## src/rtl/core/wildcard_pattern_matcher_unit_assert.svh

```systemverilog
// Assertion macros for the matcher RTL.
`ifndef WILDCARD_PATTERN_MATCHER_UNIT_ASSERT_SVH
`define WILDCARD_PATTERN_MATCHER_UNIT_ASSERT_SVH

// The consequent must hold in the same cycle as the antecedent.
`define WPM_ASSERT_NOW(label, clk, rst_n, ante, cons, msg) \
    label: assert property (@(posedge clk) disable iff (!(rst_n)) (ante) |-> (cons)) \
        else $error(msg);

// The consequent must hold in the cycle after the antecedent.
`define WPM_ASSERT_NEXT(label, clk, rst_n, ante, cons, msg) \
    label: assert property (@(posedge clk) disable iff (!(rst_n)) (ante) |=> (cons)) \
        else $error(msg);

`endif

```

## src/rtl/core/wpm_pkg.sv

```systemverilog
package wpm_pkg;

    // Wildcard symbols in the pattern.
    localparam logic [7:0] SYM_ANY_ONE = 8'd63;
    localparam logic [7:0] SYM_ANY_RUN = 8'd42;

    // Request types.
    localparam logic REQ_PATTERN = 1'b0;
    localparam logic REQ_TEXT    = 1'b1;

    // Default pattern store capacity and the width of the length field.
    localparam int MAX_PATTERN_DEF = 32;
    localparam int LEN_W           = 6;

    typedef struct packed {
        logic       req_type;
        logic       first;
        logic [7:0] symbol;
    } t_wpm_in;

    typedef struct packed {
        logic             matched;
        logic             pattern_overflow;
        logic [LEN_W-1:0] pattern_length;
    } t_wpm_out;

    // Text token that walks down the cell chain.
    typedef struct packed {
        logic       valid;
        logic [7:0] sym;
        logic       carry;
        logic       old;
    } t_wpm_tok;

    // Broadcast control from the top level to every cell.
    typedef struct packed {
        logic       upd;
        logic       clr;
        logic       reload;
        logic [7:0] sym;
    } t_wpm_ctl;

endpackage

```

## src/rtl/core/wpm_cell.sv

```systemverilog
module wpm_cell
    import wpm_pkg::*;
#(
    parameter int MAX_PAT = MAX_PATTERN_DEF,
    parameter int IDX     = 1,
    localparam int CW     = $clog2(MAX_PAT + 1)
) (
    input  logic          i_clk,
    input  logic          i_rst_n,
    input  t_wpm_ctl      i_ctl,
    input  logic [CW-1:0] i_count,
    input  logic [CW-1:0] i_base,
    input  logic          i_left_e,
    input  t_wpm_tok      i_tok,
    output logic          o_e,
    output logic          o_m,
    output t_wpm_tok      o_tok
);

    logic [7:0] r_pat;
    logic       r_e;
    logic       r_m;
    t_wpm_tok   r_tok;
    logic       w_active;
    logic       w_hit;
    logic       n_e;
    logic       n_step;

    // This cell holds pattern position IDX; it only takes part when the pattern reaches it.
    assign w_active = (CW'(IDX) <= i_count);
    assign w_hit    = (i_base == CW'(IDX - 1));

    // Empty-text bit for a pattern update: written on append, cleared on a new pattern.
    always_comb begin
        if (w_hit) begin
            n_e = i_left_e && (i_ctl.sym == SYM_ANY_RUN);
        end else if (i_ctl.clr) begin
            n_e = 1'b0;
        end else begin
            n_e = r_e;
        end
    end

    // One step of the match recurrence for the passing text byte.
    always_comb begin
        if ((r_pat == i_tok.sym) || (r_pat == SYM_ANY_ONE)) begin
            n_step = i_tok.old;
        end else if (r_pat == SYM_ANY_RUN) begin
            n_step = i_tok.carry || r_m;
        end else begin
            n_step = 1'b0;
        end
    end

    // Pattern byte storage.
    always_ff @(posedge i_clk) begin
        if (i_ctl.upd && w_hit) begin
            r_pat <= i_ctl.sym;
        end
    end

    // Row bits and the token handed to the next cell.
    // The token payload carries the new bit and this cell's previous bit onward.
    always_ff @(posedge i_clk) begin
        if (!i_rst_n) begin
            r_e       <= 1'b0;
            r_m       <= 1'b0;
            r_tok.valid <= 1'b0;
        end else begin
            if (i_ctl.upd) begin
                r_e <= n_e;
                r_m <= n_e;
            end else if (i_ctl.reload) begin
                r_m <= r_e;
            end else if (i_tok.valid && w_active) begin
                r_m <= n_step;
            end
            r_tok.valid <= i_tok.valid && w_active;
        end
        r_tok.sym   <= i_tok.sym;
        r_tok.carry <= n_step;
        r_tok.old   <= r_m;
    end

    assign o_e   = r_e;
    assign o_m   = r_m;
    assign o_tok = r_tok;

endmodule

```

## src/rtl/core/wildcard_pattern_matcher_unit.sv

```systemverilog
// A pattern byte is taken in the idle state and its result is loaded into the output register from
// the done state; a text byte first walks down the active cells, one cell per cycle, before that.
// The unit takes no new byte until the result of the last one is loaded into the output register.
// The sweep down the cell chain sets the text rate.
// Reset (synchronous, active low) empties the pattern and the rows; no clearing pass.
module wildcard_pattern_matcher_unit
    import wpm_pkg::*;
#(
    parameter int MAX_PATTERN = MAX_PATTERN_DEF
) (
    input  logic     i_clk,
    input  logic     i_rst_n,
    input  logic     i_in_valid,
    output logic     o_in_stall,
    input  t_wpm_in  i_in_data,
    output logic     o_out_valid,
    input  logic     i_out_stall,
    output t_wpm_out o_out_data
);

    `include "wildcard_pattern_matcher_unit_assert.svh"

    localparam int CW = $clog2(MAX_PATTERN + 1);
    localparam int IW = (MAX_PATTERN > 1) ? $clog2(MAX_PATTERN) : 1;

    localparam logic [1:0] ST_IDLE = 2'd0;
    localparam logic [1:0] ST_RUN  = 2'd1;
    localparam logic [1:0] ST_DONE = 2'd2;

    logic [1:0]             r_st;
    logic [1:0]             n_st;
    logic [CW-1:0]          r_count;
    logic [CW-1:0]          r_left;
    logic                   r_ovf;
    logic                   r_m0;
    t_wpm_tok               r_tok;
    logic                   r_ov;
    t_wpm_out               r_out;
    t_wpm_ctl               w_ctl;
    logic                   w_accept;
    logic                   w_is_pat;
    logic                   w_full;
    logic                   w_load;
    logic                   w_matched;
    logic [CW-1:0]          w_base;
    logic [MAX_PATTERN-1:0] w_e;
    logic [MAX_PATTERN-1:0] w_m;
    logic [MAX_PATTERN-1:0] w_tokv;
    t_wpm_tok               w_tok [MAX_PATTERN];

    // Input handshake and decode of the transaction.
    assign o_in_stall = (r_st != ST_IDLE);
    assign w_accept   = i_in_valid && !o_in_stall;
    assign w_is_pat   = (i_in_data.req_type == REQ_PATTERN);
    assign w_base     = i_in_data.first ? '0 : r_count;
    assign w_full     = (w_base >= CW'(MAX_PATTERN));

    // Broadcast control for the cells.
    always_comb begin
        w_ctl.upd    = w_accept && w_is_pat && !w_full;
        w_ctl.clr    = w_accept && w_is_pat && i_in_data.first;
        w_ctl.reload = w_accept && !w_is_pat && i_in_data.first;
        w_ctl.sym    = i_in_data.symbol;
    end

    // Chain of pattern cells, position k held by cell k-1 of the array.
    for (genvar k = 0; k < MAX_PATTERN; k++) begin : g_cell
        logic     w_left_e;
        t_wpm_tok w_tin;

        if (k == 0) begin : g_head
            assign w_left_e = 1'b1;
            assign w_tin    = r_tok;
        end else begin : g_body
            assign w_left_e = w_e[k-1];
            assign w_tin    = w_tok[k-1];
        end

        wpm_cell #(
            .MAX_PAT (MAX_PATTERN),
            .IDX     (k + 1)
        ) u_cell (
            .i_clk    (i_clk),
            .i_rst_n  (i_rst_n),
            .i_ctl    (w_ctl),
            .i_count  (r_count),
            .i_base   (w_base),
            .i_left_e (w_left_e),
            .i_tok    (w_tin),
            .o_e      (w_e[k]),
            .o_m      (w_m[k]),
            .o_tok    (w_tok[k])
        );

        assign w_tokv[k] = w_tok[k].valid;
    end

    // Pattern length, overflow flag and match bit zero.
    always_ff @(posedge i_clk) begin
        if (!i_rst_n) begin
            r_count <= '0;
            r_ovf   <= 1'b0;
            r_m0    <= 1'b1;
        end else if (w_accept) begin
            if (w_is_pat) begin
                if (i_in_data.first) begin
                    r_ovf <= 1'b0;
                end
                if (w_full) begin
                    r_ovf <= 1'b1;
                end else begin
                    r_count <= w_base + CW'(1);
                    r_m0    <= 1'b1;
                end
            end else begin
                r_m0 <= 1'b0;
            end
        end
    end

    // Launch a text byte into the first cell.
    always_ff @(posedge i_clk) begin
        if (!i_rst_n) begin
            r_tok.valid <= 1'b0;
        end else begin
            r_tok.valid <= w_accept && !w_is_pat;
        end
        r_tok.sym   <= i_in_data.symbol;
        r_tok.carry <= 1'b0;
        r_tok.old   <= i_in_data.first ? 1'b1 : r_m0;
    end

    // Sequencer: wait for the token to reach the last active cell.
    always_comb begin
        n_st = r_st;
        case (r_st)
            ST_IDLE: begin
                if (w_accept) begin
                    n_st = (!w_is_pat && (r_count != '0)) ? ST_RUN : ST_DONE;
                end
            end
            ST_RUN: begin
                if (r_left == CW'(1)) begin
                    n_st = ST_DONE;
                end
            end
            ST_DONE: begin
                if (w_load) begin
                    n_st = ST_IDLE;
                end
            end
            default: begin
                n_st = ST_IDLE;
            end
        endcase
    end

    always_ff @(posedge i_clk) begin
        if (!i_rst_n) begin
            r_st   <= ST_IDLE;
            r_left <= '0;
        end else begin
            r_st <= n_st;
            if (r_st == ST_IDLE) begin
                r_left <= r_count;
            end else if (r_st == ST_RUN) begin
                r_left <= r_left - CW'(1);
            end
        end
    end

    // Result register, loaded when the previous result is gone or leaving.
    assign w_load    = (r_st == ST_DONE) && (!r_ov || !i_out_stall);
    assign w_matched = (r_count == '0) ? r_m0 : w_m[IW'(r_count - CW'(1))];

    always_ff @(posedge i_clk) begin
        if (!i_rst_n) begin
            r_ov <= 1'b0;
        end else if (w_load) begin
            r_ov <= 1'b1;
        end else if (!i_out_stall) begin
            r_ov <= 1'b0;
        end
    end

    always_ff @(posedge i_clk) begin
        if (w_load) begin
            r_out.matched          <= w_matched;
            r_out.pattern_overflow <= r_ovf;
            r_out.pattern_length   <= LEN_W'(r_count);
        end
    end

    assign o_out_valid = r_ov;
    assign o_out_data  = r_out;

    // Checks on the sequencer and the chain.
    `WPM_ASSERT_NOW(a_count_bound, i_clk, i_rst_n, 1'b1, r_count <= CW'(MAX_PATTERN), "pattern count beyond capacity")
    `WPM_ASSERT_NOW(a_run_left, i_clk, i_rst_n, r_st == ST_RUN, (r_left != '0) && (r_left <= r_count), "sweep counter out of range")
    `WPM_ASSERT_NOW(a_idle_quiet, i_clk, i_rst_n, r_st == ST_IDLE, (w_tokv == '0) && !r_tok.valid, "text token in flight while idle")
    `WPM_ASSERT_NEXT(a_new_pattern, i_clk, i_rst_n, w_accept && w_is_pat && i_in_data.first, r_count == CW'(1), "new pattern did not restart length")

endmodule

```

## config.mk

```make
export PLATFORM = sky130hd
export DESIGN_NAME = wildcard_pattern_matcher_unit
export DESIGN_NICKNAME = d
export VERILOG_FILES = /design/src/rtl/core/wpm_pkg.sv /design/src/rtl/core/wpm_cell.sv /design/src/rtl/core/wildcard_pattern_matcher_unit.sv
export VERILOG_INCLUDE_DIRS = /design/src /design/src/rtl/core
export SDC_FILE = /design/constraint.sdc
export NUM_CORES = 1
export LEC_CHECK = 0
export BUFFER_PORTS_ARGS = -buffer_cell sky130_fd_sc_hd__buf_2
export CAP_MARGIN = 40
export CORE_MARGIN = 2
export CORE_UTILIZATION = 40
export CTS_CLUSTER_DIAMETER = 50
export CTS_CLUSTER_SIZE = 40
export DETAILED_ROUTE_END_ITERATION = 8
export RECOVER_POWER = 100
export SKIP_LAST_GASP = 1
export SLEW_MARGIN = 15
export SYNTH_ARGS = -nofsm -noshare
export SYNTH_HDL_FRONTEND = slang
export SYNTH_SLANG_ARGS = --single-unit
```

## constraint.sdc

```tcl
create_clock -name i_clk -period 5 [get_ports i_clk]
set_input_delay 1.25 -clock i_clk [delete_from_list [all_inputs] [get_ports i_clk]]
set_output_delay 1.25 -clock i_clk [all_outputs]
set_load 0.05 [all_outputs]
```

==> flow_summary.json <==
{
  "end_kind": "register",
  "final_common_cell": "dfxtp_1",
  "wl_met2_mm": 25.5,
  "io_buffers": 23,
  "grt_max_degree": 52,
  "cts.sinks": 696,
  "r2r-end": "g_cell[9].u_cell.o_m$_SDFFE_PN0P_",
  "wl_mm": 55.5,
  "nFillCells": 5639,
  "dp_hpwl_mm": 37.0,
  "top_layer_used": "met4",
  "htree_num_levels": 2,
  "ant_nets": 0,
  "leakage_nw": 9.55,
  "maxCapViolations": 10,
  "die_y_um": 254,
  "vias": 15500,
  "synth.avg_cell_area_um2": 12.1,
  "worstSetupPathType": "reg2reg",
  "cts-resized-gates": 0,
  "critPathSlowestCell": "clkbuf_1",
  "place.gp.congestion": 0.801,
  "crit_chain": "clkbuf_1, ha_1, or3_1, a21oi_1, o21ai_0, o21ai_0, a311o_1, nand2_1",
  "grt_pass1_vias": 15800,
  "clk_path_buf_depth": 3,
  "numCtsBuffers": 47,
  "fp.dieW_um": 254,
  "antenna_found_initial": 1,
  "clkTransAtPathRegs_ns": 0.09,
  "startpoint": "r_count[0]$_SDFFE_PN0P_",
  "coreArea_mm2": 0.0618,
  "final_cell_mix": "dfxtp_1, edfxtp_1, xnor2_1",
  "critPathCapture": "g_cell[9].u_cell.o_m$_SDFFE_PN0P_",
  "sequentialPowerShare_pct": 56.9,
  "r2r_slack_ns": 1.24,
  "rsz0062_at_grt": "false",
  "skew_ns": 0.0229,
  "n_antenna_cell": 0,
  "clockRootBuffer": "clkbuf_16",
  "postSynthCellCount": 2064,
  "worst_path_dominant_cell_family": "buffers and inverters",
  "grt_usage_pct": 17.3,
  "finalSetupTns_ns": 0,
  "ys_seq_area_share_pct": 66.1,
  "area_growth_pct": 10.6,
  "yosysWarnings": 0,
  "nets": 2110,
  "p_int_mw": 8.28,
  "grt_pass1_wl_mm": 88.2,
  "cts_tree": "done",
  "timing.slew.headroom_pct": -63.1,
  "finalPower_mw": 10.9,
  "worstSetupPathDepth": 8,
  "insertion_delay_ns": 0.61,
  "row_count": 91,
  "ys_types": 73,
  "crit_buf_inv": 1,
  "io_pins": 24,
  "tightest_slew_ns": 2.45,
  "drive_above_1_share_pct": 6.49,
  "required_ns": 5.56,
  "p_per_area_mw_per_mm2": 394,
  "cts_hold_buffers": 0,
  "synth_edf_count": 264,
  "start_util_pct": 40.6,
  "syn_area_mm2": 0.0251,
  "start_kind": "register",
  "status": "complete, but fails checks",
  "p_comb_share_pct": 4.9,
  "dieArea_mm2": 0.0647,
  "grt-ovfl-total": 0,
  "switching_power_mw": 2.64,
  "postSynth.asyncResetShare_pct": 0,
  "hold_class": "reg2reg",
  "via_per_inst": 5.22,
  "ys.flop_type": "dfxtp_1",
  "post_cts_buffers": 0,
  "rr_worst_depth": 8,
  "first_pass_iters": 5,
  "wl_met1_mm": 26.0,
  "cp_common_cell": "o21ai_0",
  "syn_nets": 2088,
  "wl_per_cell_um": 18.7,
  "violations": "max-capacitance violations, max-slew violations",
  "drv_slew": 347,
  "drt_iter0_drc": 1097,
  "hold_viol": 0,
  "route.met3.wl_mm": 2.70,
  "period_needed_ns": 3.76,
  "drc": 0,
  "finalSetupViolations": 0,
  "crit_arrival_ns": 4.32,
  "cp_max_fo": 21,
  "cpPeakStageDelay_ns": 1.26,
  "fmax_mhz": 266,
  "ir_drop_mv": 0.363,
  "ys_ff_latch": 696,
  "rr_startpoint": "r_count[0]$_SDFFE_PN0P_",
  "pwr-share-clk_pct": 38.2,
  "swShare_pct": 24.2,
  "min_period_over_period_pct": 75.3
}
## power by group through the flow
stage	clock (mW)	combinational, mW	sequential [mW]
2_1_floorplan	0	0.356	6.30
3_3_place_gp	0	0.530	6.34
3_5_place_dp	0	0.540	6.34
4_1_cts	4.27	0.543	6.22
5_1_grt	4.48	0.583	6.24
6_report	4.17	0.533	6.22
## layout make-up
| class | instances | area [um2] | share of cell area, % |
|---|---|---|---|
| inverter | 18 | 67.6 | 0.244 |
| multi-input combinational | 1272 | 8090 | 29.2 |
| timing repair buffer | 51 | 236 | 0.853 |
| tap | 837 | 1050 | 3.78 |
| clock inverter | 35 | 450 | 1.62 |
| clock buffer | 53 | 1250 | 4.51 |
| sequential | 696 | 16600 | 59.8 |
## worst min path at each step
stage / start / to / slack, ns / depth (start not counted)
after detailed placement: g_cell[1].u_cell.o_tok[9]$_DFF_P_ / g_cell[2].u_cell.o_tok[9]$_DFF_P_ / 0.36 / 0
after CTS: g_cell[21].u_cell.o_tok[4]$_DFF_P_ / g_cell[22].u_cell.o_tok[4]$_DFF_P_ / 0.35 / 0
after global placement: g_cell[0].w_tin[2]$_DFF_P_ / g_cell[0].u_cell.o_tok[2]$_DFF_P_ / 0.35 / 0
final: g_cell[21].u_cell.o_tok[4]$_DFF_P_ / g_cell[22].u_cell.o_tok[4]$_DFF_P_ / 0.35 / 0
after global routing: g_cell[22].u_cell.o_tok[8]$_DFF_P_ / g_cell[23].u_cell.o_tok[8]$_DFF_P_ / 0.36 / 0
after floorplan: g_cell[0].w_tin[2]$_DFF_P_ / g_cell[0].u_cell.o_tok[2]$_DFF_P_ / 0.35 / 0
## sequential cells by signal (all words and copies together) (netlist names)
name / count
o_out_data: 8
g_cell.w_tin: 10
r_left: 6
r_st: 2
g_cell.u_cell.r_pat: 256
r_count: 6
o_out_valid: 1
g_cell.u_cell.o_m: 32
r_m0: 1
g_cell.u_cell.o_e: 32
r_ovf: 1
g_cell.u_cell.o_tok: 341
## synth_stat cells (all sizes together) (8+ instances only)
master | count | share of area [%]
a21o | 10 | 0.30
a21oi | 86 | 1.7
a311o | 13 | 0.52
a311oi | 8 | 0.28
a31oi | 14 | 0.35
and2 | 17 | 0.42
and3 | 44 | 1.1
buf | 16 | 0.38
clkbuf | 62 | 0.93
dfxtp | 432 | 34
edfxtp | 264 | 32
ha | 10 | 0.50
inv | 18 | 0.27
mux4 | 8 | 0.72
nand2 | 101 | 1.5
nand2b | 8 | 0.20
nand3 | 50 | 1.0
nand4 | 117 | 2.9
nor2 | 148 | 2.2
nor2b | 11 | 0.27
nor3 | 42 | 0.86
nor4 | 9 | 0.28
o211ai | 9 | 0.27
o21a | 14 | 0.42
o21ai | 171 | 3.4
or2 | 16 | 0.40
or3 | 28 | 0.70
xnor2 | 232 | 8.1
xor2 | 25 | 0.87
## cell families (layout without fill, tap and decap cells)
group	Yosys count	count (layout)	synth area share [%]
multiplexers	12	12	0.883
AO/OA/AOI/OAI	385	385	9.38
flip-flops	696	696	66.1
adder cells (fa/ha/maj)	10	10	0.499
buffers and inverters	96	157	1.58
AND/OR/NAND/NOR	608	608	12.6
XOR/XNOR	257	257	8.98
## through the flow
step | std cells | cell area [um2] | worst slack (ns) | util [%] | hold WS, ns
2_1_floorplan | 2064 | 25100 | 1.73 | - | 0.349
3_3_place_gp | 2873 | 26100 | 1.24 | 42.3 | 0.353
3_5_place_dp | 2874 | 26100 | 1.15 | 42.3 | 0.355
4_1_cts | 2962 | 27800 | 1.58 | 45.0 | 0.353
5_1_grt | 2962 | 27700 | 0.974 | 44.8 | 0.360
6_report | 2962 | 27700 | 1.24 | 44.8 | 0.353
## metal layers
| metal | track usage [%] | vias up |
|---|---|---|
| met4 | 5.04 | 0 |
| met1 | 24.3 | 7507 |
| met2 | 27.6 | 357 |
| met5 | 0 | - |
| met3 | 2.59 | 85 |
| li1 | - | 7525 |
Note: power is estimated with default switching activity, not from simulation.
